--- src/design/szoa_pkg.sv ---
// Shared types and codes for the sensor zero-offset averager.
// No dependencies; used by the top level.
`timescale 1ns / 1ps

package szoa_pkg;

  // Sequencer states of the top level
  typedef enum logic [1:0] {
    ST_IDLE,
    ST_ACC,
    ST_DIV,
    ST_FIN
  } szoa_state_e;

  // Configuration register indexes
  localparam logic [1:0] REG_ZERO_AVG   = 2'd0;
  localparam logic [1:0] REG_SENSOR_AVG = 2'd1;

  // Result kinds, also the input mode codes
  localparam logic KIND_ZERO  = 1'b0;
  localparam logic KIND_PRESS = 1'b1;

  // Reset values of the count registers
  localparam int unsigned ZERO_AVG_RST   = 4;
  localparam int unsigned SENSOR_AVG_RST = 2;

endpackage

--- src/design/szoa_div.sv ---
// Bit-serial restoring divider: unsigned dividend by unsigned divisor,
// one quotient bit per cycle. Depends on nothing outside this file.
`timescale 1ns / 1ps

module szoa_div #(
  parameter int unsigned DVD_W = 16,
  parameter int unsigned DVS_W = 6
) (
  input  logic             clk_i,
  input  logic             rst_ni,
  input  logic             start_i,
  input  logic [DVD_W-1:0] dividend_i,
  input  logic [DVS_W-1:0] divisor_i,
  output logic             done_o,
  output logic [DVD_W-1:0] quotient_o
);

  localparam int unsigned STEP_W = (DVD_W > 1) ? $clog2(DVD_W) : 1;

  logic             busy_q, busy_d;
  logic             done_q, done_d;
  logic [STEP_W-1:0] step_q, step_d;
  logic [DVD_W-1:0] dvd_q, dvd_d;
  logic [DVS_W-1:0] dvs_q, dvs_d;
  logic [DVS_W-1:0] rem_q, rem_d;

  logic [DVS_W:0]   rem_sh;
  logic [DVS_W:0]   rem_sub;
  logic             ge;

  // One restoring step: shift in the next dividend bit, trial subtract
  assign rem_sh  = {rem_q, dvd_q[DVD_W-1]};
  assign rem_sub = rem_sh - {1'b0, dvs_q};
  assign ge      = (rem_sh >= {1'b0, dvs_q});

  always_comb begin
    busy_d = busy_q;
    done_d = 1'b0;
    step_d = step_q;
    dvd_d  = dvd_q;
    dvs_d  = dvs_q;
    rem_d  = rem_q;
    if (start_i) begin
      busy_d = 1'b1;
      step_d = '0;
      dvd_d  = dividend_i;
      dvs_d  = divisor_i;
      rem_d  = '0;
    end else if (busy_q) begin
      rem_d = ge ? rem_sub[DVS_W-1:0] : rem_sh[DVS_W-1:0];
      if (DVD_W > 1) begin
        dvd_d = {dvd_q[DVD_W-2:0], ge};
      end else begin
        dvd_d = DVD_W'(ge);
      end
      step_d = step_q + 1'b1;
      if (step_q == STEP_W'(DVD_W - 1)) begin
        busy_d = 1'b0;
        done_d = 1'b1;
      end
    end
  end

  // Control state
  always_ff @(posedge clk_i or negedge rst_ni) begin
    if (!rst_ni) begin
      busy_q <= 1'b0;
      done_q <= 1'b0;
      step_q <= '0;
    end else begin
      busy_q <= busy_d;
      done_q <= done_d;
      step_q <= step_d;
    end
  end

  // Shift registers of the datapath
  always_ff @(posedge clk_i) begin
    dvd_q <= dvd_d;
    dvs_q <= dvs_d;
    rem_q <= rem_d;
  end

  assign done_o     = done_q;
  assign quotient_o = dvd_q;

endmodule

--- src/design/sensor_zero_offset_averager.sv ---
// Sensor zero-offset averager: per-channel block averages of ADC samples.
// An item that closes a block passes the capture registers, the accumulate
// step, the serial divide (one bit a cycle) and the output register.
// A new item is taken only in the idle state, once the last one is through;
// a held result that blocks the output register holds off the next item.
// Reset clears channel state, loads counts 4 and 2; uses szoa_pkg, szoa_div.
`timescale 1ns / 1ps

module sensor_zero_offset_averager
  import szoa_pkg::*;
#(
  parameter int unsigned NUM_CHANNELS = 3,
  parameter int unsigned ADC_BITS     = 10,
  parameter int unsigned MAX_AVG      = 32,
  localparam int unsigned CH_W  = (NUM_CHANNELS > 1) ? $clog2(NUM_CHANNELS) : 1,
  localparam int unsigned CNT_W = $clog2(MAX_AVG + 1),
  localparam int unsigned AVG_W = ADC_BITS + 1,
  localparam int unsigned PRS_W = ADC_BITS + 4
) (
  input  logic                    clk_i,
  input  logic                    rst_ni,
  // input items
  input  logic                    in_valid_i,
  output logic                    in_ready_o,
  input  logic                    func_i,
  input  logic [CH_W-1:0]         channel_i,
  input  logic [ADC_BITS-1:0]     sample_i,
  // result items
  output logic                    out_valid_o,
  input  logic                    out_ready_i,
  output logic [CH_W-1:0]         out_channel_o,
  output logic                    out_kind_o,
  output logic signed [AVG_W-1:0] avg_counts_o,
  output logic signed [PRS_W-1:0] pressure_o,
  // configuration writes
  input  logic                    cfg_valid_i,
  output logic                    cfg_ready_o,
  input  logic [1:0]              cfg_index_i,
  input  logic [CNT_W-1:0]        cfg_wdata_i
);

  localparam int unsigned SUM_W = ADC_BITS + CNT_W + 1;
  localparam int unsigned ZRST  = (ZERO_AVG_RST > MAX_AVG) ? MAX_AVG : ZERO_AVG_RST;
  localparam int unsigned SRST  = (SENSOR_AVG_RST > MAX_AVG) ? MAX_AVG : SENSOR_AVG_RST;

  szoa_state_e state_q, state_d;

  // captured item
  logic                func_q;
  logic [CH_W-1:0]     ch_q;
  logic [ADC_BITS-1:0] smp_q;

  // per-channel state
  logic [SUM_W-1:0]    sum_q  [NUM_CHANNELS];
  logic [CNT_W-1:0]    cnt_q  [NUM_CHANNELS];
  logic                mode_q [NUM_CHANNELS];
  logic [ADC_BITS-1:0] zoff_q [NUM_CHANNELS];

  // count registers
  logic [CNT_W-1:0]    zcnt_q, scnt_q;

  // sign of the finished block
  logic                neg_q;

  // output register
  logic                    out_valid_q;
  logic [CH_W-1:0]         out_ch_q;
  logic                    out_kind_q;
  logic [AVG_W-1:0]        out_avg_q;
  logic [PRS_W-1:0]        out_prs_q;

  logic in_acc, ch_ok, div_start, out_load, acc_en;
  logic div_done;
  logic [SUM_W-2:0] div_q;

  // ---------------------------------------------------------------
  // Accumulate step for the captured item
  logic             mode_chg;
  logic [SUM_W-1:0] base_sum, add_val, new_sum, neg_sum;
  logic [CNT_W-1:0] base_cnt, new_cnt, target;
  logic             blk_done;

  always_comb begin
    mode_chg = (mode_q[ch_q] != func_q);
    base_sum = mode_chg ? '0 : sum_q[ch_q];
    base_cnt = mode_chg ? '0 : cnt_q[ch_q];
    if (func_q == KIND_PRESS) begin
      add_val = SUM_W'(smp_q) - SUM_W'(zoff_q[ch_q]);
    end else begin
      add_val = SUM_W'(smp_q);
    end
    new_sum  = base_sum + add_val;
    new_cnt  = base_cnt + 1'b1;
    neg_sum  = ~new_sum + 1'b1;
    target   = (func_q == KIND_PRESS) ? scnt_q : zcnt_q;
    blk_done = (new_cnt >= target);
  end

  // Serial divide of the block magnitude by the sample count
  szoa_div #(
    .DVD_W (SUM_W - 1),
    .DVS_W (CNT_W)
  ) u_div (
    .clk_i      (clk_i),
    .rst_ni     (rst_ni),
    .start_i    (div_start),
    .dividend_i (new_sum[SUM_W-1] ? neg_sum[SUM_W-2:0] : new_sum[SUM_W-2:0]),
    .divisor_i  (new_cnt),
    .done_o     (div_done),
    .quotient_o (div_q)
  );

  // ---------------------------------------------------------------
  // Sequencer
  assign in_acc = in_valid_i && in_ready_o;
  assign ch_ok  = ({1'b0, channel_i} < (CH_W + 1)'(NUM_CHANNELS));

  always_ff @(posedge clk_i or negedge rst_ni) begin
    if (!rst_ni) begin
      state_q <= ST_IDLE;
    end else begin
      state_q <= state_d;
    end
  end

  always_comb begin
    state_d    = state_q;
    in_ready_o = 1'b0;
    div_start  = 1'b0;
    out_load   = 1'b0;
    acc_en     = 1'b0;
    case (state_q)
      ST_IDLE: begin
        in_ready_o = 1'b1;
        if (in_valid_i && ch_ok) begin
          state_d = ST_ACC;
        end
      end
      ST_ACC: begin
        acc_en = 1'b1;
        if (blk_done) begin
          div_start = 1'b1;
          state_d   = ST_DIV;
        end else begin
          state_d = ST_IDLE;
        end
      end
      ST_DIV: begin
        if (div_done) begin
          state_d = ST_FIN;
        end
      end
      ST_FIN: begin
        if (!out_valid_q || out_ready_i) begin
          out_load = 1'b1;
          state_d  = ST_IDLE;
        end
      end
      default: begin
        state_d = ST_IDLE;
      end
    endcase
  end

  // Capture of an accepted item, and of the block sign at divide start
  always_ff @(posedge clk_i) begin
    if (in_acc) begin
      func_q <= func_i;
      ch_q   <= channel_i;
      smp_q  <= sample_i;
    end
    if (div_start) begin
      neg_q <= new_sum[SUM_W-1];
    end
  end

  // ---------------------------------------------------------------
  // Signed average and pressure = avg * 5 (zero for zero-offset items)
  logic [AVG_W-1:0] avg_mag, avg_val;
  logic [PRS_W-1:0] avg_ext, prs_val;

  always_comb begin
    avg_mag = div_q[AVG_W-1:0];
    avg_val = neg_q ? (~avg_mag + 1'b1) : avg_mag;
    avg_ext = {{(PRS_W - AVG_W){avg_val[AVG_W-1]}}, avg_val};
    prs_val = (func_q == KIND_PRESS) ? ((avg_ext << 2) + avg_ext) : '0;
  end

  // Per-channel state and count registers
  always_ff @(posedge clk_i or negedge rst_ni) begin
    if (!rst_ni) begin
      for (int i = 0; i < NUM_CHANNELS; i++) begin
        sum_q[i]  <= '0;
        cnt_q[i]  <= '0;
        mode_q[i] <= 1'b0;
        zoff_q[i] <= '0;
      end
      zcnt_q <= CNT_W'(ZRST);
      scnt_q <= CNT_W'(SRST);
    end else begin
      if (acc_en) begin
        mode_q[ch_q] <= func_q;
        sum_q[ch_q]  <= blk_done ? '0 : new_sum;
        cnt_q[ch_q]  <= blk_done ? '0 : new_cnt;
      end
      if (out_load && (func_q == KIND_ZERO)) begin
        zoff_q[ch_q] <= avg_val[ADC_BITS-1:0];
      end
      // count writes outside 1..MAX_AVG are dropped
      if (cfg_valid_i && (cfg_wdata_i != '0) &&
          ((CNT_W + 1)'(cfg_wdata_i) <= (CNT_W + 1)'(MAX_AVG))) begin
        case (cfg_index_i)
          REG_ZERO_AVG:   zcnt_q <= cfg_wdata_i;
          REG_SENSOR_AVG: scnt_q <= cfg_wdata_i;
          default:        ;
        endcase
      end
    end
  end

  assign cfg_ready_o = 1'b1;

  // Output register
  always_ff @(posedge clk_i or negedge rst_ni) begin
    if (!rst_ni) begin
      out_valid_q <= 1'b0;
    end else if (out_load) begin
      out_valid_q <= 1'b1;
    end else if (out_ready_i) begin
      out_valid_q <= 1'b0;
    end
  end

  always_ff @(posedge clk_i) begin
    if (out_load) begin
      out_ch_q   <= ch_q;
      out_kind_q <= func_q;
      out_avg_q  <= avg_val;
      out_prs_q  <= prs_val;
    end
  end

  assign out_valid_o   = out_valid_q;
  assign out_channel_o = out_ch_q;
  assign out_kind_o    = out_kind_q;
  assign avg_counts_o  = out_avg_q;
  assign pressure_o    = out_prs_q;

`ifndef SYNTH
  // zero-offset results carry no pressure
  a_zero_press : assert property (@(posedge clk_i) disable iff (!rst_ni)
    out_valid_o && (out_kind_o == KIND_ZERO) |-> pressure_o == '0)
    else $error("zero-offset result with nonzero pressure");

  // pressure result is five times the average
  a_press_scale : assert property (@(posedge clk_i) disable iff (!rst_ni)
    out_valid_o && (out_kind_o == KIND_PRESS) |->
      pressure_o == PRS_W'((avg_counts_o <<< 2) + PRS_W'(avg_counts_o)))
    else $error("pressure is not avg_counts times five");

  // divider finishes only while the sequencer waits for it
  a_div_done : assert property (@(posedge clk_i) disable iff (!rst_ni)
    div_done |-> state_q == ST_DIV)
    else $error("divider done outside divide state");

  // a block never grows past the largest count
  a_cnt_max : assert property (@(posedge clk_i) disable iff (!rst_ni)
    state_q == ST_ACC |-> (CNT_W + 1)'(new_cnt) <= (CNT_W + 1)'(MAX_AVG))
    else $error("sample count beyond maximum block size");
`endif

endmodule
--- config.mk ---
export PLATFORM = sky130hd
export DESIGN_NAME = sensor_zero_offset_averager
export DESIGN_NICKNAME = d
export VERILOG_FILES = /design/src/design/szoa_pkg.sv /design/src/design/szoa_div.sv /design/src/design/sensor_zero_offset_averager.sv
export SDC_FILE = /design/constraint.sdc
export NUM_CORES = 1
export LEC_CHECK = 0
export ABC_AREA = 1
export BUFFER_PORTS_ARGS = -buffer_cell sky130_fd_sc_hd__buf_4
export CAP_MARGIN = 20
export CORE_UTILIZATION = 40
export CTS_BUF_LIST = sky130_fd_sc_hd__clkbuf_8 sky130_fd_sc_hd__clkbuf_16
export DETAILED_ROUTE_END_ITERATION = 8
export PLACE_DENSITY = 0.6
export SETUP_SLACK_MARGIN = 0.5
export SLEW_MARGIN = 15
export SYNTH_ARGS = -nofsm -noshare
export SYNTH_HDL_FRONTEND = slang
export SYNTH_HIERARCHICAL = 1
export SYNTH_SLANG_ARGS = --single-unit
export TNS_END_PERCENT = 20
--- constraint.sdc ---
create_clock -name clk_i -period 4.1 [get_ports clk_i]
set_input_delay 0.41 -clock clk_i [delete_from_list [all_inputs] [get_ports clk_i]]
set_output_delay 0.41 -clock clk_i [all_outputs]
set_load 0.05 [all_outputs]
Yosys cells after proc, flatten, opt, wreduce, memory -nomap -nowiden
Index checks and enable logic that the tools add are counted.

storage, ports and cells
  flip-flop bits (word level) = 193
  bits of input ports = 26
  output and inout port bits = 31
  logic and storage cells = 129

cells by class
  add/sub/neg operators = 8
  $lt $le $gt $ge = 6
  eq/ne operators = 9
  muxes and demuxes = 56
  bitwise gates (word level) = 4
  reductions and logical operators = 16

operator list
  kind                                           number
  two-way mux 17 bit                             6
  bitwise mux 51 bit                             1
  two-way mux 16 bit                             3
  two-way mux 6 bit                              7
  binary-select mux 17 bit (select 2 bit)        1
  demux 17 bit (select 2 bit)                    1
  bitwise mux 30 bit                             1
  two-way mux 10 bit                             3
  binary-select mux 10 bit (select 2 bit)        1
  demux 10 bit (select 2 bit)                    1
  bitwise mux 18 bit                             1
  adder 17 bit                                   1
  two-way mux 1 bit                              17
  adder 16 x 1 -> 16 bit, second input constant  1
  inverter 16 bit                                1
  adder 13 x 11 -> 14 bit                        1
  binary-select mux 6 bit (select 2 bit)         1
  demux 6 bit (select 2 bit)                     1
  adder 11 x 1 -> 11 bit, second input constant  1
  two-way mux 11 bit                             1
  inverter 11 bit                                1
  subtractor 10 x 10 -> 11 bit                   1
  two-way mux 2 bit                              4
  two-way mux 4 bit                              2
  other kinds (29)                               40

Depth between registers and ports, before layout
  depth in word-level cells = 11
  mapped depth = 33
  gate-level depth less buffers = 32

Cells and area by module
Netlist, hierarchy kept.

modules (own cells, without submodules)
  module                       instances  cells each  area an instance (µm²)  seq. area each (µm²)
  sensor_zero_offset_averager  1          1,260       9,565.4                 4,191.5
  szoa_div                     1          203         1,784.2                 930.9

Least setup slack after synthesis
No wires, ideal clock.

  path type = reg2reg
  start = reg ch_q[1]
  end = reg u_div.dvd_q[5] (netlist: u_div/quotient_o[5]), data pin
  setup time = 253 ps
  arrival = 3,925 ps
  data required time = 3,847 ps
  path slack = -78 ps
  cell stages (with the launch flop) = 29
  buffers on the path = 2
  period minus slack after synthesis = 4,178 ps
  cell sequence = edfxtp_1 nor2_4 clkbuf_1 nand2_1 o221ai_1 ha_1 inv_1 fa_1 a31oi_1 o21ai_0 nand3_1 nand2_1 xor2_1 o21ai_0 ha_1 nand2_1 nor2_1 nand3_1 nand3_1 nand2_1 nand2_1 nand3_1 nand2_2 buf_4 nand2_1 nand2_1 nand2_1 nand2_1 nand2_1

on the way
  longest elaborated chain between the ends = 11

ends and longest elaborated chain
  element                                                                                                   line                                                                    RTL
  start: declaration                                                                                        sensor_zero_offset_averager.sv:50                                       logic [CH_W-1:0] ch_q;
  start signal: assignment                                                                                  sensor_zero_offset_averager.sv:169                                      ch_q <= channel_i;
  inverter 2 -> 3 bit (implied by the code) (*)                                                             --
  binary-select mux 10 bit (select 2 bit) / binary-select mux 1 bit (select 2 bit) (equally long branches)  sensor_zero_offset_averager.sv:88, sensor_zero_offset_averager.sv:84
  two-way mux 10 bit (implied by the code) / two-way mux 1 bit (equally long branches) (2 in series)        sensor_zero_offset_averager.sv:88, sensor_zero_offset_averager.sv:84
  subtractor 10 x 10 -> 11 bit / != test 1 bit (equally long branches)                                      sensor_zero_offset_averager.sv:88, sensor_zero_offset_averager.sv:84
  two-way mux 17 bit (tied with other cells)                                                                sensor_zero_offset_averager.sv:87                                       if (func_q == KIND_PRESS) begin
  adder 17 bit / adder 6 x 1 -> 6 bit (equally long branches)                                               sensor_zero_offset_averager.sv:92, sensor_zero_offset_averager.sv:93
  inverter 16 bit / greater-or-equal comparator 6 bit (equally long branches)                               sensor_zero_offset_averager.sv:94, sensor_zero_offset_averager.sv:96
  adder 16 x 1 -> 16 bit / two-way mux 1 bit (equally long branches)                                        sensor_zero_offset_averager.sv:94, sensor_zero_offset_averager.sv:141
  two-way mux 16 bit / two-way mux 1 bit (equally long branches)                                            sensor_zero_offset_averager.sv:107, sensor_zero_offset_averager.sv:132
  two-way mux 16 bit (*)                                                                                    szoa_div.sv:43                                                          if (start_i) begin
  net u_div.dvd_d[5]                                                                                        szoa_div.sv:23                                                          logic [DVD_W-1:0] dvd_q, dvd_d;
  end signal: assignment                                                                                    szoa_div.sv:79                                                          dvd_q <= dvd_d;
  end: declaration                                                                                          szoa_div.sv:23

Mark *: on every way through the listed nets, which the timed path passes. The rest lies on a longest branch. The select of a mux whose other input is x is not followed.
A chain may end at the register's enable or synchronous reset.

Final worst setup path
  start = reg ch_q[1]
  end = reg u_div.dvd_q[13] (netlist: u_div/quotient_o[13]), data pin

The elaborated chain is that of the path after synthesis.

==> results_dict.tcl <==
set metrics [dict create \
    grt.met1_usage_pct 30.7 \
    synth_xor_area_share_pct 1.62 \
    cts.sink_count 193 \
    syn_avg_cell_area_sq_um 7.76 \
    synth_edf_count 64 \
    max_cap_violations 0 \
    start_kind "flop" \
    fin_crit_sh_pct 106 \
    clockBufferDepth 2 \
    worstPathRequired_ps 4290 \
    io_pins 57 \
    synth_compound_area_share_pct 11.8 \
    core_sq_mm 0.0279 \
    clkLatencyLatePin_ps 440 \
    critical-path-slowest-cell "edfxtp_1" \
    total_power_mw 13.7 \
    grt.met3_usage_pct 3.23 \
    gp_congestion 0.903 \
    multi_input_area_sq_mm 0.00621 \
    dp_hpwl_um 22500 \
    port_buffers 55 \
    synth_top_area_share_pct 26.7 \
    wl_um 31300 \
    synth_top_family_by_area "simple AND/OR/NAND/NOR gates" \
    vias 10300 \
    setup_viol 21 \
    end_kind "flop" \
    syn_to_final_growth_pct 31.8 \
    p_leak_nw 7.21 \
    arrival_ps 4550 \
    htreeDepth 4 \
    die_w_um 170 \
    syn_nets 1546 \
    fill_cells 2568 \
    fin_setup_tns_ps -3240 \
    drive_gt1_share_pct 27.9 \
    status "finished, violations left" \
    clk_pin_slew_ps 80 \
    die_h_um 170 \
    violations "negative setup slack" \
    powerDensity_mw_per_mm2 919 \
    dr.pass1.iters 5 \
    hold_depth 1 \
    slew_headroom_pct 49.0 \
    tightestPinTransition_ps 763 \
    start_util_pct 40.7 \
    cts_made_buffers 17 \
    wire_per_inst_um 15.3 \
    rsz0062_at_grt "yes" \
    antenna_left 0 \
    worstRegToRegCells 30 \
    worstHoldPathType "in -> reg" \
    overflow 0 \
    async_flop_share_pct 63.7 \
    grt_pass1_vias 9864 \
    seq_area_sq_mm 0.00512 \
    yosys-top-cells-count "nand2_1, inv_1, dfrtp_1, o21ai_0, nand3_1" \
    muxShareOfSynthArea_pct 1.04 \
    post-synth-top-area-cell "dfrtp_1" \
    timing.final.ws_setup_ps -259 \
    r2r-end "u_div/quotient_o[13]" \
    synth-main-ff-cell "dfrtp_1" \
    worstPathMaxFanout 7 \
    dieArea_sq_mm 0.0291 \
    grt_use_total_pct 22.3 \
    top_usage_layer "met2" \
    ys_ff_latch 193 \
    critPathKind "reg -> reg" \
    rows 61 \
    nets 1745 \
    slew_viol_final 0 \
    yosys.area_share.simple_pct 26.3 \
    synthAdderAreaFrac_pct 6.55 \
    grt.met2_usage_pct 35.8 \
    synth.most_common_cell "nand2_1" \
    grt_max_degree 46 \
    ys_seq_area_share_pct 45.1 \
    min_from "sample_i[2]" \
    clock_skew_ps 13.6 \
    fin_crit_ps 4360 \
    ys_warn_count 6 \
    first_iter_violations 865 \
    synthTopCellsByArea "dfrtp_1, edfxtp_1, nand2_1" \
    cts_root_buf "clkbuf_16" \
    cts_tree "built" \
    synth_cell_type_count 55 \
    synthCells 1463 \
    vias_per_cell 5.03 \
    place_ws_ps -354 \
    antenna_found_initial 0 \
    hold_path_end "smp_q[2]" \
    r2r-start "ch_q[1]" \
    grt_first_pass_wirelength_um 50800 \
    synth.cell_area_sq_mm 0.0113 \
    ir_worst_vdd_v 0.000348 \
    drc 0 \
    hold_viol_final 0 \
    critPathMaxStageDelay_ps 470 \
    cpMostUsedCell "nand2_1" \
    fmax_ghz 0.229 \
    r2r_slack_ps -260 \
    n_antenna_cell 0 \
]
[cells by family after synthesis]
group | Yosys count
AOI/OAI and AO/OA | 244
xor gates and xnor gates | 21
adders and majority gates | 57
buffers and inverters | 219
DFF | 193
muxes | 11
other | 1
and+or+nand+nor | 717
[registers in the layout (all words and copies together), names as in the netlist, 4 cells and up, named ones only]
| register | count |
|---|---|
| avg_counts_o | 11 |
| u_div/rem_q | 6 |
| smp_q | 10 |
| scnt_q | 6 |
| zcnt_q | 6 |
| u_div/quotient_o | 16 |
| zoff_q | 30 |
| sum_q | 51 |
| u_div/step_q | 4 |
| cnt_q | 18 |
| pressure_o | 14 |
| u_div/dvs_q | 6 |
[repair_timing]
item                       in CTS  in global routing
hold buffers                    1                  0
gates cloned                    2                  1
hold endpoints to repair       40                  0
setup buffers                  25                  2
resized for setup             119                132
pin swaps                      41                 64
setup endpoints to repair     121                119
[per-layer routing]
| metal | wire [um] | part of all wire [%] | up-vias |
|---|---|---|---|
| met2 | 14600 | 47 | 246 |
| met4 | 688 | 2.2 | 0 |
| met1 | 14700 | 47 | 4843 |
| met5 | 0 | 0 | - |
| li1 | - | - | 5191 |
| met3 | 1350 | 4.3 | 41 |
[report_power, final]
group | total [mW] | switching (mW) | internal, mW | leakage (nW)
sequential | 3.15 | 0.365 | 2.79 | 2.20
combinational | 8.88 | 5.16 | 3.71 | 4.71
clock | 1.71 | 0.841 | 0.873 | 0.296
total | 13.7 | 6.37 | 7.38 | 7.21
[final cells by class]
type | count | share of cell area [%]
flip-flops and latches | 193 | 34.2
clock inverters | 15 | 1.11
well taps | 378 | 3.16
clock buffers | 17 | 2.84
repair buffers | 222 | 12.5
inverters | 177 | 4.62
multi-input cells | 1051 | 41.5
[critical path, delay by kind of cell, from the launching register on]
kind / cells / cell delay (ps)
buffers and inverters: 6 / 540
xor gates and xnor gates: 1 / 160
and+or+nand+nor: 15 / 1290
AOI/OAI and AO/OA: 5 / 680
adders and majority gates: 3 / 960
DFF: 1 / 470
[how the worst max path moves through the flow]
stage | startpoint | to | slack, ps
detailed placement | ch_q[1] | u_div/quotient_o[12] | -350
global placement | ch_q[1] | u_div/quotient_o[15] | -340
floorplan | ch_q[0] | u_div/quotient_o[13] | 100
finish | ch_q[1] | u_div/quotient_o[13] | -260
CTS | ch_q[1] | u_div/quotient_o[13] | -160
global route | ch_q[1] | u_div/quotient_o[15] | -550
[stage by stage]
stage | instance area [sq um] | instances | utilization, % | hold WS, ps
after floorplan | 11500 | 1463 | - | 114
after global placement | 13200 | 1990 | 47.3 | 442
after detailed placement | 13200 | 1990 | 47.3 | 438
after CTS | 14400 | 2050 | 51.8 | 130
after global routing | 15000 | 2053 | 53.7 | 131
final | 15000 | 2053 | 53.7 | 140
[cells in the final DEF, fill, tap and decap left out, types with 17 or more instances in the layout]
cell type	instances
nand3_2	17
nand2_2	44
buf_4	195
dfrtp_1	121
edfxtp_1	64
clkbuf_16	18
o21ai_1	26
inv_2	20
a21oi_1	50
inv_1	150
nand3_1	66
nor2_1	56
nand2_1	436
nand4_1	18
o21ai_0	95
ha_1	40
nor2_2	20
nand2_4	18
(Power assumes the default switching activity.)
